==> src/rtl/core/rsgc_pkg.sv <==
package rsgc_pkg;

  localparam int TIME_WIDTH_DEF = 32;
  localparam int STAMP_WIDTH    = 32;
  localparam int COUNT_WIDTH    = 32;
  localparam int CFG_WIDTH      = 16;
  localparam int CFG_IDX_WIDTH  = 3;

  // Item kinds.
  localparam logic [1:0] ACT_INIT   = 2'd0;
  localparam logic [1:0] ACT_SAMPLE = 2'd1;
  localparam logic [1:0] ACT_ACK    = 2'd2;

  // Configuration register indexes.
  localparam logic [CFG_IDX_WIDTH-1:0] REG_LAMP_TEST = 3'd0;
  localparam logic [CFG_IDX_WIDTH-1:0] REG_RELEASE   = 3'd1;
  localparam logic [CFG_IDX_WIDTH-1:0] REG_DEBOUNCE  = 3'd2;
  localparam logic [CFG_IDX_WIDTH-1:0] REG_REPEAT    = 3'd3;
  localparam logic [CFG_IDX_WIDTH-1:0] REG_ACK_AGE   = 3'd4;
  localparam logic [CFG_IDX_WIDTH-1:0] REG_LOSS      = 3'd5;

  // Configuration reset values, in milliseconds.
  localparam logic [CFG_WIDTH-1:0] LAMP_TEST_RST = 16'd2000;
  localparam logic [CFG_WIDTH-1:0] RELEASE_RST   = 16'd100;
  localparam logic [CFG_WIDTH-1:0] DEBOUNCE_RST  = 16'd50;
  localparam logic [CFG_WIDTH-1:0] REPEAT_RST    = 16'd1000;
  localparam logic [CFG_WIDTH-1:0] ACK_AGE_RST   = 16'd300;
  localparam logic [CFG_WIDTH-1:0] LOSS_RST      = 16'd1000;

  // Command codes.
  localparam logic [1:0] CMD_READY = 2'd0;
  localparam logic [1:0] CMD_GO    = 2'd1;
  localparam logic [1:0] CMD_ESTOP = 2'd2;

  // E-stop causes.
  localparam logic [1:0] CAUSE_NONE = 2'd0;
  localparam logic [1:0] CAUSE_WIRE = 2'd1;
  localparam logic [1:0] CAUSE_LOSS = 2'd2;

  typedef enum logic [1:0] {
    PH_LAMP    = 2'd0,
    PH_STANDBY = 2'd1,
    PH_GO      = 2'd2,
    PH_ESTOP   = 2'd3
  } phase_t;

  typedef struct packed {
    logic [CFG_WIDTH-1:0] lamp_test_time;
    logic [CFG_WIDTH-1:0] release_time;
    logic [CFG_WIDTH-1:0] debounce_time;
    logic [CFG_WIDTH-1:0] repeat_time;
    logic [CFG_WIDTH-1:0] ack_max_age;
    logic [CFG_WIDTH-1:0] loss_latch_time;
  } cfg_t;

  typedef struct packed {
    logic [1:0]             command;
    logic [1:0]             phase_code;
    logic [1:0]             estop_cause;
    logic [COUNT_WIDTH-1:0] go_count;
    logic                   go_rejected;
    logic                   link_fresh;
    logic                   run_allowed;
  } result_t;

endpackage

==> src/rtl/core/remote_estop_go_controller.sv <==
// Channel  | Handshake               | Payload
// ---------+-------------------------+----------------------------------------------
// input    | in_valid / in_stall     | action, now_time, go_button, shut_open
// output   | out_valid / out_stall   | command, phase_code, estop_cause, go_count,
//          |                         | go_rejected, link_fresh, run_allowed
// config   | cfg_we (no wait)        | cfg_index, cfg_data
//
// One item per cycle sustained while out_stall stays low; each item passes through
// the input register and then through the state update into the result register.
// Synchronous reset clears all state; the controller starts in lamp test.
// A result waiting under out_stall holds; the input register stays full behind it
// and in_stall rises only when both registers are occupied.
module remote_estop_go_controller
  import rsgc_pkg::*;
#(
  parameter int TIME_WIDTH = TIME_WIDTH_DEF
) (
  input  logic                     clk,
  input  logic                     rst,
  input  logic                     in_valid,
  output logic                     in_stall,
  input  logic [1:0]               action,
  input  logic [STAMP_WIDTH-1:0]   now_time,
  input  logic                     go_button,
  input  logic                     shut_open,
  output logic                     out_valid,
  input  logic                     out_stall,
  output logic [1:0]               command,
  output logic [1:0]               phase_code,
  output logic [1:0]               estop_cause,
  output logic [COUNT_WIDTH-1:0]   go_count,
  output logic                     go_rejected,
  output logic                     link_fresh,
  output logic                     run_allowed,
  input  logic                     cfg_we,
  input  logic [CFG_IDX_WIDTH-1:0] cfg_index,
  input  logic [CFG_WIDTH-1:0]     cfg_data
);

  cfg_t                  cfg;
  logic                  s1_valid;
  logic [1:0]            s1_action;
  logic [TIME_WIDTH-1:0] s1_now;
  logic                  s1_go;
  logic                  s1_shut;
  logic                  advance;
  logic                  take;
  result_t               step_result;
  result_t               res;

  assign advance  = s1_valid && (!out_valid || !out_stall);
  assign in_stall = s1_valid && !advance;
  assign take     = in_valid && !in_stall;

  rsgc_cfg u_cfg (
    .clk       (clk),
    .rst       (rst),
    .cfg_we    (cfg_we),
    .cfg_index (cfg_index),
    .cfg_data  (cfg_data),
    .cfg       (cfg)
  );

  always_ff @(posedge clk) begin
    if (rst) begin
      s1_valid <= 1'b0;
    end else begin
      s1_valid <= take || (s1_valid && !advance);
    end
  end

  // The timestamp is taken modulo the time width here.
  always_ff @(posedge clk) begin
    if (take) begin
      s1_action <= action;
      s1_now    <= TIME_WIDTH'(now_time);
      s1_go     <= go_button;
      s1_shut   <= shut_open;
    end
  end

  rsgc_core #(
    .TIME_WIDTH (TIME_WIDTH)
  ) u_core (
    .clk        (clk),
    .rst        (rst),
    .cfg        (cfg),
    .item_valid (advance),
    .action     (s1_action),
    .now        (s1_now),
    .go_button  (s1_go),
    .shut_open  (s1_shut),
    .result     (step_result)
  );

  always_ff @(posedge clk) begin
    if (rst) begin
      out_valid <= 1'b0;
    end else begin
      out_valid <= advance || (out_valid && out_stall);
    end
  end

  always_ff @(posedge clk) begin
    if (advance) begin
      res <= step_result;
    end
  end

  assign command     = res.command;
  assign phase_code  = res.phase_code;
  assign estop_cause = res.estop_cause;
  assign go_count    = res.go_count;
  assign go_rejected = res.go_rejected;
  assign link_fresh  = res.link_fresh;
  assign run_allowed = res.run_allowed;

endmodule

==> src/rtl/core/rsgc_cfg.sv <==
module rsgc_cfg
  import rsgc_pkg::*;
(
  input  logic                     clk,
  input  logic                     rst,
  input  logic                     cfg_we,
  input  logic [CFG_IDX_WIDTH-1:0] cfg_index,
  input  logic [CFG_WIDTH-1:0]     cfg_data,
  output cfg_t                     cfg
);

  always_ff @(posedge clk) begin
    if (rst) begin
      cfg.lamp_test_time  <= LAMP_TEST_RST;
      cfg.release_time    <= RELEASE_RST;
      cfg.debounce_time   <= DEBOUNCE_RST;
      cfg.repeat_time     <= REPEAT_RST;
      cfg.ack_max_age     <= ACK_AGE_RST;
      cfg.loss_latch_time <= LOSS_RST;
    end else if (cfg_we) begin
      case (cfg_index)
        REG_LAMP_TEST: cfg.lamp_test_time  <= cfg_data;
        REG_RELEASE:   cfg.release_time    <= cfg_data;
        REG_DEBOUNCE:  cfg.debounce_time   <= cfg_data;
        REG_REPEAT:    cfg.repeat_time     <= cfg_data;
        REG_ACK_AGE:   cfg.ack_max_age     <= cfg_data;
        REG_LOSS:      cfg.loss_latch_time <= cfg_data;
        default: ;
      endcase
    end
  end

endmodule

==> src/rtl/core/rsgc_core.sv <==
module rsgc_core
  import rsgc_pkg::*;
#(
  parameter int TIME_WIDTH = TIME_WIDTH_DEF
) (
  input  logic                  clk,
  input  logic                  rst,
  input  cfg_t                  cfg,
  input  logic                  item_valid,
  input  logic [1:0]            action,
  input  logic [TIME_WIDTH-1:0] now,
  input  logic                  go_button,
  input  logic                  shut_open,
  output result_t               result
);

  phase_t                  phase, phase_next;
  logic [TIME_WIDTH-1:0]   phase_since, phase_since_next;
  logic [1:0]              latched_reason, latched_reason_next;
  logic                    authorized, authorized_next;
  logic [TIME_WIDTH-1:0]   last_ack_time, last_ack_time_next;
  logic                    acked_once, acked_once_next;
  logic                    release_timing, release_timing_next;
  logic [TIME_WIDTH-1:0]   release_since, release_since_next;
  logic                    armed, armed_next;
  logic                    press_timing, press_timing_next;
  logic [TIME_WIDTH-1:0]   press_since, press_since_next;
  logic                    rejected_flag, rejected_flag_next;
  logic [COUNT_WIDTH-1:0]  start_count, start_count_next;

  logic [TIME_WIDTH-1:0]   phase_age, ack_age, release_age, press_age;
  logic                    fresh_now;

  // Elapsed times wrap at the timestamp width.
  assign phase_age   = now - phase_since;
  assign ack_age     = now - last_ack_time;
  assign release_age = now - release_since;
  assign press_age   = now - press_since;
  assign fresh_now   = acked_once && (ack_age <= TIME_WIDTH'(cfg.ack_max_age));

  always_comb begin
    logic go_on;
    logic entered_go;
    logic rep_hit;
    go_on                = 1'b0;
    entered_go           = 1'b0;
    rep_hit              = 1'b0;
    phase_next           = phase;
    phase_since_next     = phase_since;
    latched_reason_next  = latched_reason;
    authorized_next      = authorized;
    last_ack_time_next   = last_ack_time;
    acked_once_next      = acked_once;
    release_timing_next  = release_timing;
    release_since_next   = release_since;
    armed_next           = armed;
    press_timing_next    = press_timing;
    press_since_next     = press_since;
    rejected_flag_next   = rejected_flag;
    start_count_next     = start_count;

    case (action)
      ACT_INIT: begin
        phase_next          = PH_LAMP;
        phase_since_next    = now;
        latched_reason_next = CAUSE_NONE;
        authorized_next     = 1'b0;
        last_ack_time_next  = '0;
        acked_once_next     = 1'b0;
        release_timing_next = 1'b0;
        release_since_next  = '0;
        armed_next          = 1'b0;
        press_timing_next   = 1'b0;
        press_since_next    = '0;
        rejected_flag_next  = 1'b0;
        start_count_next    = '0;
        if (shut_open) begin
          phase_next          = PH_ESTOP;
          latched_reason_next = CAUSE_WIRE;
        end
      end
      ACT_SAMPLE: begin
        if (phase == PH_ESTOP) begin
          go_on = 1'b0;
        end else if (shut_open) begin
          phase_next          = PH_ESTOP;
          phase_since_next    = now;
          latched_reason_next = CAUSE_WIRE;
          authorized_next     = 1'b0;
        end else if (authorized && acked_once &&
                     (ack_age > TIME_WIDTH'(cfg.loss_latch_time))) begin
          phase_next          = PH_ESTOP;
          phase_since_next    = now;
          latched_reason_next = CAUSE_LOSS;
          authorized_next     = 1'b0;
        end else begin
          go_on = 1'b1;
          if (phase == PH_LAMP) begin
            if (phase_age < TIME_WIDTH'(cfg.lamp_test_time)) begin
              go_on = 1'b0;
            end else begin
              phase_next       = PH_STANDBY;
              phase_since_next = now;
            end
          end
        end

        if (go_on) begin
          if (!go_button) begin
            press_timing_next = 1'b0;
            if (!release_timing) begin
              release_timing_next = 1'b1;
              release_since_next  = now;
            end else if (release_age >= TIME_WIDTH'(cfg.release_time)) begin
              armed_next         = 1'b1;
              rejected_flag_next = 1'b0;
            end
          end else begin
            release_timing_next = 1'b0;
            if (armed) begin
              if (!press_timing) begin
                press_timing_next = 1'b1;
                press_since_next  = now;
              end else if (press_age >= TIME_WIDTH'(cfg.debounce_time)) begin
                armed_next        = 1'b0;
                press_timing_next = 1'b0;
                if (fresh_now) begin
                  phase_next       = PH_GO;
                  phase_since_next = now;
                  authorized_next  = 1'b1;
                  start_count_next = start_count + COUNT_WIDTH'(1);
                  entered_go       = 1'b1;
                end else begin
                  rejected_flag_next = 1'b1;
                end
              end
            end
          end

          // A go that just started has an age of zero.
          rep_hit = entered_go ? (cfg.repeat_time == '0)
                               : (phase_age >= TIME_WIDTH'(cfg.repeat_time));
          if (phase_next == PH_GO && rep_hit) begin
            phase_next       = PH_STANDBY;
            phase_since_next = now;
          end
        end
      end
      ACT_ACK: begin
        last_ack_time_next = now;
        acked_once_next    = 1'b1;
      end
      default: ;
    endcase
  end

  always_ff @(posedge clk) begin
    if (rst) begin
      phase          <= PH_LAMP;
      phase_since    <= '0;
      latched_reason <= CAUSE_NONE;
      authorized     <= 1'b0;
      last_ack_time  <= '0;
      acked_once     <= 1'b0;
      release_timing <= 1'b0;
      release_since  <= '0;
      armed          <= 1'b0;
      press_timing   <= 1'b0;
      press_since    <= '0;
      rejected_flag  <= 1'b0;
      start_count    <= '0;
    end else if (item_valid) begin
      phase          <= phase_next;
      phase_since    <= phase_since_next;
      latched_reason <= latched_reason_next;
      authorized     <= authorized_next;
      last_ack_time  <= last_ack_time_next;
      acked_once     <= acked_once_next;
      release_timing <= release_timing_next;
      release_since  <= release_since_next;
      armed          <= armed_next;
      press_timing   <= press_timing_next;
      press_since    <= press_since_next;
      rejected_flag  <= rejected_flag_next;
      start_count    <= start_count_next;
    end
  end

  // The result reports the state after the item; freshness is judged at its timestamp.
  always_comb begin
    case (phase_next)
      PH_ESTOP: result.command = CMD_ESTOP;
      PH_GO:    result.command = CMD_GO;
      default:  result.command = CMD_READY;
    endcase
    result.phase_code  = phase_next;
    result.estop_cause = latched_reason_next;
    result.go_count    = start_count_next;
    result.go_rejected = rejected_flag_next;
    result.run_allowed = authorized_next;
    case (action)
      ACT_INIT: result.link_fresh = 1'b0;
      ACT_ACK:  result.link_fresh = 1'b1;
      default:  result.link_fresh = fresh_now;
    endcase
  end

  a_estop_not_authorized: assert property (@(posedge clk) disable iff (rst)
    (phase == PH_ESTOP) |-> !authorized)
    else $error("authorization held while e-stop is latched");

  a_reason_matches_phase: assert property (@(posedge clk) disable iff (rst)
    (phase == PH_ESTOP) == (latched_reason != CAUSE_NONE))
    else $error("latched reason disagrees with phase");

  a_press_needs_arm: assert property (@(posedge clk) disable iff (rst)
    press_timing |-> (armed && !release_timing))
    else $error("press timing without an armed button");

  a_count_steps: assert property (@(posedge clk) disable iff (rst)
    1'b1 |=> (start_count == $past(start_count) ||
              start_count == $past(start_count) + COUNT_WIDTH'(1) ||
              start_count == '0))
    else $error("go count jumped");

endmodule

==> config.mk <==
export PLATFORM = sky130hd
export DESIGN_NAME = remote_estop_go_controller
export DESIGN_NICKNAME = d
export VERILOG_FILES = /design/src/rtl/core/rsgc_pkg.sv /design/src/rtl/core/remote_estop_go_controller.sv /design/src/rtl/core/rsgc_cfg.sv /design/src/rtl/core/rsgc_core.sv
export SDC_FILE = /design/constraint.sdc
export NUM_CORES = 1
export LEC_CHECK = 0
export ABC_AREA = 1
export BUFFER_PORTS_ARGS = -buffer_cell sky130_fd_sc_hd__buf_2
export CAP_MARGIN = 20
export CORE_ASPECT_RATIO = 0.75
export CORE_MARGIN = 5
export CORE_UTILIZATION = 65
export CTS_BUF_LIST = sky130_fd_sc_hd__clkbuf_8
export DETAILED_ROUTE_END_ITERATION = 16
export PLACE_DENSITY_LB_ADDON = 0.15
export SYNTH_ARGS = -nofsm -noshare
export SYNTH_HDL_FRONTEND = slang
export SYNTH_SLANG_ARGS = --single-unit
==> constraint.sdc <==
create_clock -name clk -period 4.6 [get_ports clk]
set_input_delay 0.92 -clock clk [delete_from_list [all_inputs] [get_ports clk]]
set_output_delay 0.92 -clock clk [all_outputs]
set_load 0.01 [all_outputs]
==> results.md <==
* Largest net degree at the start of global routing at 90
* FP Rows at 64
* Reg clk slew, reported paths at 70 ps
* Synth area leaders: dfxtp_1 20%, nand2_1 18%, inv_1 11%, ha_1 10%, edfxtp_1 8.8%
* Syn Std Cell Area at 26420 µm²
* Setup_tns at 0 ps
* Sequential share of the synthesized area at 29.06%
* GRT Total Usage at 38.01%
* Vias at 28130
* DR DRC count at 0
* H-tree levels at 2
* Yosys warning total at 0
* Post-DR vias/cell at 5.648
* Final Cycle Share at 98.21%
* Drt pass-1 iters at 6
* Leading area contributor after synthesis: dfxtp_1
* Max VDD drop at 0.0002953 V
* Non-Filler Instances at 4981
* Clock sink total at 345
* Initial antenna violation count at 2
* Net count after synthesis at 4508
* Max-Cap Viols at 0
* Clock latency on the worst-skew pair at 670 ps
* Syn-to-layout area delta at 12.60%
* CP arrival at 5000 ps
* First-pass GRT wire length at 136.4 mm
* Post-route ant nets at 0
* Post-DP HPWL at 68.79 mm
* Finish-stage setup viols at 0
* Fin crit period at 4518 ps
* Avg Inst Size Synth at 6.255 µm²
* Most frequent cells in the layout: 1230 x nand2_1, 767 x inv_1, 374 x nor2_1
* Num CTS Buffers at 56
* I/O Pins at 103
* Unrepaired setup endpoints after global routing: true
* Die Wd at 242.8 µm
* Final Power at 8.479 mW
* Number of flops mapped to enable cells by yosys at 77
* Power per cell area at 285.0 nW/µm²
* # nets final at 4690
* Post-place setup slack at -33.83 ps
* Setup Skew at 32.15 ps
* Grt total ovfl at 0
* Placed cell count at 4843
* Clk buf depth at 3
* Final Wtd Congestion at 1.032
* Worst hold path type: primary input to register
* Total Routed Length at 89.64 mm
* Port bufs at 102
* Crit. End Element: register
* Peak fanout along the critical path at 32
* Initial Utilization at 65.34%
* CORE AREA at 40440 µm²
* Pleak at 14.77 nW
* CP Launch Type: register
* Root Driver: clkbuf_8
* Post-synth top area share at 20.31%
* Hold Buf Count CTS at 0
* Post-synthesis register bit count at 345
* Slew headroom at 27.31%
* Syn Inst Count at 4224
* CTS tree: done
* Setup ws final at 82.43 ps
* Count of cell types in the netlist at 50
* Die Area at 44820 µm²
* Chip Height at 184.6 µm
* Status: completed
* Slew Limit Fails at 0
* Worst slew pin tran at 1089 ps
* DR WL/cell at 18.00 µm
* FFs w/ async S/R, synth at 0%
* Detailed Route Iter0 Violations at 3410
* Critical Path RT at 5080 ps
* Most used flip-flop cell after synthesis: dfxtp_1
* Hold Slack at 433.6 ps
* Fin. Hold Viols at 0
* Vias in the first global route at 25280
* Most common cell after layout, fill and taps aside: nand2_1
* Critical Setup Path Class: register to register
* FMAX at 221.4 MHz
* Share of post-route cells with drive strength above 1 at 8.715%
layout make-up:
| class | count | area (µm²) |
|---|---|---|
| fill | 3522 | 10690 |
| multi-input combinational | 2997 | 15600 |
| antenna | 1 | 2.502 |
| tap | 528 | 660.6 |
| clock inverter | 31 | 226.5 |
| sequential | 345 | 7677 |
| inverter | 772 | 2902 |
| timing repair buffer | 234 | 1675 |
| clock buffer | 73 | 1005 |
sequential cells by signal, indices dropped and copies added (netlist names), 2 cells and up:
name / cells
u_core.start_count: 32
u_core.latched_reason: 2
s1_now: 32
u_core.phase: 2
phase_code: 2
command: 2
s1_action: 2
u_core.phase_since: 32
u_core.last_ack_time: 32
u_core.release_since: 32
u_cfg.cfg: 96
u_core.press_since: 32
estop_cause: 2
go_count: 32
cell usage after synthesis (31+ instances only):
master	n
o21ai_0	172
nor3_1	31
nand4_1	64
edfxtp_1	77
a21oi_1	375
nor2_1	380
clkbuf_1	81
ha_1	220
inv_1	758
xor2_1	61
nand3_1	306
dfxtp_1	268
nand2_1	1234
report_power, final:
part           total (mW)  switching [mW]  internal (mW)
registers            3.34           0.115           3.22
clock network        2.94            1.34           1.60
logic                2.20            1.43          0.772
worst max-delay path, stage by stage (launching register included):
cell      delay, ps
edfxtp_1        470
buf_4           200
ha_1            360
nand2_1         110
nor2_1          150
nand2_1          70
nand2_1         120
nand2_1          70
nand2_1         110
xor2_1          270
ha_1            220
nand4_1         160
nor3_2          280
nand3_1         160
nand2_2         160
nand3_2         140
nand2_4         130
nand3_4         110
nor2_4          140
nor2_4           60
nor2_4          250
nand2_1         140
buf_12          200
nand2_1         110
a21oi_1         110
routing by layer:
layer | up-vias | track usage (%) | wire [µm] | part of all wire [%]
met3 | 218 | 11.18 | 12160 | 14
met5 | - | 0 | 0 | 0
met2 | 1517 | 57.33 | 37380 | 42
met1 | 12600 | 53.14 | 37260 | 42
met4 | 0 | 11.39 | 2844 | 3.2
li1 | 13800 | - | - | -
final timing paths:
path | startpoint | slack (ps) | endpoint | cells past startpoint
worst max-delay path | s1_now[3] | 80 | u_core.press_since[5] | 24
worst min-delay path | now_time[14] | 430 | s1_now[14] | 1
worst max register to register | s1_now[3] | 80 | u_core.press_since[5] | 24
worst min register to register | u_core.release_since[8] | 460 | u_core.release_since[8] | 2
timing repair:
item | CTS | global route
gates resized for setup | 2 | 39
endpoints found under the setup margin | 40 | 164
setup buffers | 0 | 32
cloned | 0 | 1
pin swaps | 0 | 5
stage by stage:
stage                     util (%)  cell area [µm²]
after floorplan                  -            26420
after global placement       69.34            28040
after detailed placement     69.34            28040
after CTS                    72.41            29280
after global routing         73.56            29750
final                        73.57            29750
kinds of logic (layout without fill, tap and decap cells):
group	after synthesis	in the layout	share of synthesized area [%]
AOI/OAI and AO/OA	635	635	12.88
xor gates and xnor gates	66	66	2.188
adders and majority gates	224	224	10.72
buffers and inverters	882	1110	12.78
DFF	345	345	29.06
other	0	1	0
and+or+nand+nor	2072	2072	32.38
Note: power is estimated with default switching activity, not from simulation.
